### config.mk
export PLATFORM = sky130hd
export DESIGN_NAME = ihp_ram
export DESIGN_NICKNAME = d
export VERILOG_FILES = /design/src/sv/ihp_ram.sv
export SDC_FILE = /design/constraint.sdc
export NUM_CORES = 1
export LEC_CHECK = 0
export BUFFER_PORTS_ARGS = -buffer_cell sky130_fd_sc_hd__buf_2
export CAP_MARGIN = 20
export CORE_MARGIN = 2
export CORE_UTILIZATION = 31
export DETAILED_ROUTE_END_ITERATION = 7
export GPL_ROUTABILITY_DRIVEN = 0
export PLACE_DENSITY = 0.54
export SLEW_MARGIN = 20
export SYNTH_ARGS = -nofsm -noshare
export SYNTH_HDL_FRONTEND = slang
export SYNTH_SLANG_ARGS = --single-unit
### constraint.sdc
create_clock -name clk -period 5.46 [get_ports clk]
set_input_delay 0.819 -clock clk [delete_from_list [all_inputs] [get_ports clk]]
set_output_delay 0.819 -clock clk [all_outputs]
set_load 0.02 [all_outputs]
### src/sv/ihp_ram.sv
// Generic RAM: one write port, two read ports with registered read data.
// No dependencies.
module ihp_ram #(
	parameter int WIDTH = 8,
	parameter int DEPTH = 16
) (
	input  logic                     clk,
	input  logic                     we,
	input  logic [$clog2(DEPTH)-1:0] wa,
	input  logic [WIDTH-1:0]         wd,
	input  logic [$clog2(DEPTH)-1:0] ra_a,
	input  logic [$clog2(DEPTH)-1:0] ra_b,
	output logic [WIDTH-1:0]         rd_a,
	output logic [WIDTH-1:0]         rd_b
);

	logic [WIDTH-1:0] mem_q [DEPTH];

	always_ff @(posedge clk) begin
		if (we) begin
			mem_q[wa] <= wd;
		end
		rd_a <= mem_q[ra_a];
		rd_b <= mem_q[ra_b];
	end

endmodule

# After elaboration in Yosys (flattened, before gate mapping)
# Memory sizes are Yosys's and may differ from the RTL's. A register that Yosys moved wholly into a read port is not among the register bits.
# Cells that the tools add are included.
[classes]
muxes = 2
[ops]
columns = ["cell", "count"]
rows = [
  ["1-bit 2-to-1 mux", 2],
]
[word_totals]
reg_bits = 0
ramBits = 128
in_bits = 22
mem_count = 1
[mem_list]
columns = ["memory", "words", "width", "read_ports", "rd_ports_with_merged_regs", "wr", "line", "rtl"]
rows = [
  ["mem_q", 16, 8, 2, 2, 1, "17", "logic [WIDTH-1:0] mem_q [DEPTH];"],
]

# Depth between registers and ports, before layout
[logic_depth]
depth_word = 2
ltp_mapped = 5
depth_no_buf = 3

# Worst setup path after synthesis
# No wires, ideal clock.
[synth_timing]
path_kind = "input to register"
from = "in wa[2]"
to = "mem mem_q[0][0], enable pin"
setup_time_ns = 0.383
arrival_time_ns = 1.929
slack_ns = 3.148
stages = 2
path_buffers = 0
cell_sequence = "or3b_2 nor3_1"
[synth_rtl]
columns = ["element", "line", "rtl"]
rows = [
  ["start: declaration", "9", "input logic [$clog2(DEPTH)-1:0] wa,"],
  ["end: declaration", "17", ""],
]
# Straight into the memory's write port.

# Worst setup path after layout
[layout_timing]
from = "in wa[2]"
to = "mem mem_q[2][0], enable pin"
# Straight into the memory's write port.

==> flow_metrics.py <==
metrics = {
    "worst_setup_path": {
        "cp_max_fo": 8,
        "critical_path.top_delay_family": "simple AND/OR/NAND/NOR gates",
        "worst_ep_arrival_time_ns": 2.22,
        "crit_chain": "buf_2 > or3b_2 > nor2_1",
        "worst_path_largest_cell_delay_ns": 0.78,
        "worstPathRequired_ns": 5.49,
        "worstSetupPathType": "in2reg",
        "r2r_slack_ns": 3.95,
        "cp-start-kind": "input pin",
        "crit_path_top_delay_cell": "sky130_fd_sc_hd__nor2_1",
        "path_buf_inv": 1,
        "critPathCaptureType": "register",
    },
    "power": {
        "power.leakage_nw": 2.51,
        "ir_drop_mv": 0.146,
        "power.total_mw": 2.77,
        "pwr_density_cell_mw_per_mm2": 373,
    },
    "sta": {
        "post-route-period-util": 0.402,
        "rsz0062_at_grt": "no",
        "postLayoutSetupSlackWorst_ns": 3.27,
        "setup_violations": 0,
        "timing.setup.tns_ns": 0,
        "tightest_slew_ns": 1.11,
        "max_freq_mhz": 456,
        "finalClockSkew_ns": 0.0185,
        "drv_slew": 0,
        "hold_violations": 0,
        "post-route-min-period_ns": 2.19,
        "timing.slew.headroom": 0.255,
    },
    "status": {
        "outcome": "finished, final reports clean",
    },
    "routing": {
        "detail_route.vias_per_cell": 5.24,
        "detail_route.iter0.violations": 187,
        "finalWirelength_mm": 15.1,
        "drt-wirelength-per-cell_um": 23.9,
        "firstDrtPassIters": 5,
        "total_drc_errors_in_the_routed_layout": 0,
        "ant_nets": 0,
        "vias": 3304,
    },
    "die": {
        "design.portCount": 38,
        "initial_core_util": 0.315,
        "dieWidth_um": 147,
        "die_area_mm2": 0.0216,
        "floorplan.rows": 52,
        "fp.coreArea_mm2": 0.0202,
        "floorplan.die.height_um": 147,
    },
    "grt": {
        "gr-total-overflow": 0,
        "grt_max_degree": 33,
        "grt_use_total": 0.145,
        "gr-max-usage-layer": "met2",
        "antenna_found_initial": 0,
        "global_route.usage.met3": 0.0376,
        "globalRouteMet1Util": 0.186,
        "global_route_wire_length_before_repair_mm": 22.2,
        "grtUsageMet2": 0.240,
        "first_global_vias": 3517,
    },
    "finish": {
        "num_antenna_cells": 0,
        "areaGrowthSynthToFinish_pct": 16.9,
        "nFillCells": 1874,
        "drive_gt1_frac": 0.303,
        "layout.core_utilization": 0.368,
        "layout.nets": 369,
    },
    "synthesis": {
        "synth_top_cell_by_area": "sky130_fd_sc_hd__edfxtp_1",
        "synth-warning-count": 0,
        "mappedNetlistArea_mm2": 0.00635,
        "syn-instance-count": 307,
        "synth.top_cells.by_area": "sky130_fd_sc_hd__edfxtp_1 61%, sky130_fd_sc_hd__mux4_2 12%, sky130_fd_sc_hd__mux4_1 12%",
        "syn-num-nets": 329,
        "synth.ff_latch_count": 144,
        "average_cell_area_after_synthesis_um2": 20.7,
        "ys_seq_area_frac": 0.656,
        "yosysUniqueCellTypes": 20,
        "yosysTopAreaCellShare": 0.606,
    },
    "cts": {
        "post-cts-setup-buffers": 0,
        "clkSlewWorstSetupHoldPaths_ns": 0.06,
        "cts_tree": "built",
        "clock_root_buffer_master": "sky130_fd_sc_hd__clkbuf_16",
        "numClockSinks": 144,
        "postCtsResizedCells": 0,
        "clock_latency_ns": 0.42,
        "cts.hold.buffers_added": 0,
        "htreeDepth": 4,
        "clock_path_buffers": 2,
        "tritoncts.num_buffers": 17,
    },
    "placement": {
        "numPortBuffers": 37,
        "dp_hpwl_mm": 9.60,
        "dp_worst_setup_slack_ns": 2.45,
    },
    "flow_run": {
        "cap_violations": 0,
    },
    "min_path": {
        "timing.hold.worst.class": "reg2reg",
    },
}
metal layers:
metal | wire, um | part of all wire
met3 | 820 | 0.054
met2 | 7650 | 0.51
met5 | 0 | 0
met4 | 211 | 0.014
met1 | 6400 | 0.42
metrics by stage:
step	std cells	hold slack, ns	area [um^2]
3_5_place_dp	598	0.680	6730
6_report	630	0.690	7420
3_3_place_gp	598	0.681	6730
2_1_floorplan	307	0.647	6350
4_1_cts	630	0.693	7410
5_1_grt	630	0.719	7420
cell usage in the layout (no fill, tap or decap), types with 3 or more instances in the layout:
master / netlist / final
sky130_fd_sc_hd__dfxtp_1: 16 / 16
sky130_fd_sc_hd__bufinv_16: 0 / 6
sky130_fd_sc_hd__nor3_1: 4 / 4
sky130_fd_sc_hd__mux4_1: 28 / 28
sky130_fd_sc_hd__mux4_2: 34 / 34
sky130_fd_sc_hd__clkinv_2: 0 / 3
sky130_fd_sc_hd__buf_2: 6 / 35
sky130_fd_sc_hd__nor2_1: 14 / 14
sky130_fd_sc_hd__a22oi_1: 32 / 32
sky130_fd_sc_hd__clkbuf_8: 0 / 4
sky130_fd_sc_hd__buf_4: 2 / 6
sky130_fd_sc_hd__edfxtp_1: 128 / 128
sky130_fd_sc_hd__clkbuf_16: 0 / 17
sky130_fd_sc_hd__nand2_1: 17 / 17
cells by family after synthesis:
| group | count (synthesis) | share of synthesized area |
|---|---|---|
| buffers and inverters | 20 | 0.0272 |
| muxes | 64 | 0.244 |
| DFF | 144 | 0.656 |
| AOI/OAI and AO/OA | 32 | 0.0379 |
| and+or+nand+nor | 47 | 0.0343 |
Yosys cell counts:
cell type	number
sky130_fd_sc_hd__dfxtp_1	16
sky130_fd_sc_hd__nand2b_1	2
sky130_fd_sc_hd__and2b_1	2
sky130_fd_sc_hd__edfxtp_1	128
sky130_fd_sc_hd__mux4_2	34
sky130_fd_sc_hd__mux4_1	28
sky130_fd_sc_hd__nand3b_1	2
sky130_fd_sc_hd__buf_6	6
sky130_fd_sc_hd__nor2b_1	2
sky130_fd_sc_hd__buf_2	6
sky130_fd_sc_hd__buf_4	2
sky130_fd_sc_hd__nand3_1	1
sky130_fd_sc_hd__mux4_4	2
sky130_fd_sc_hd__nor2_1	14
sky130_fd_sc_hd__or3b_2	1
sky130_fd_sc_hd__nor3_1	4
sky130_fd_sc_hd__clkdlybuf4s25_2	6
sky130_fd_sc_hd__nand2_1	17
sky130_fd_sc_hd__a22oi_1	32
sky130_fd_sc_hd__and2_1	2
where the power goes:
part	internal (mW)	switching, mW
combinational	0.0793	0.112
sequential	1.23	0.0154
clock	0.901	0.428
worst register-to-register path: stages (launching register included):
cell	delay (ns)
sky130_fd_sc_hd__edfxtp_1	0.38
sky130_fd_sc_hd__mux4_4	0.60
sky130_fd_sc_hd__a22oi_1	0.34
sky130_fd_sc_hd__nand2_1	0.09
sequential cells by signal (all words and copies together) (netlist names):
register and cells:
mem_q 128, rd_a 8, rd_b 8
final timing paths:
check                                   end    startpoint  cells after the start
worst max-delay path            mem_q[2][0]         wa[2]                      3
worst min-delay path                rd_b[7]  mem_q[14][7]                      3
worst max register to register      rd_b[7]   mem_q[0][7]                      3
worst min register to register      rd_b[7]  mem_q[14][7]                      3
cell type report:
class                           count  area [um^2]  share of cell area
Clock inverter                     11          206              0.0278
Sequential cell                   144         4160               0.561
Multi-Input combinational cell    143         2010               0.271
Clock buffer                       21          480              0.0648
Tap cell                          270          338              0.0455
Timing Repair Buffer               41          220              0.0297
Power figures use the tool's default switching activity.
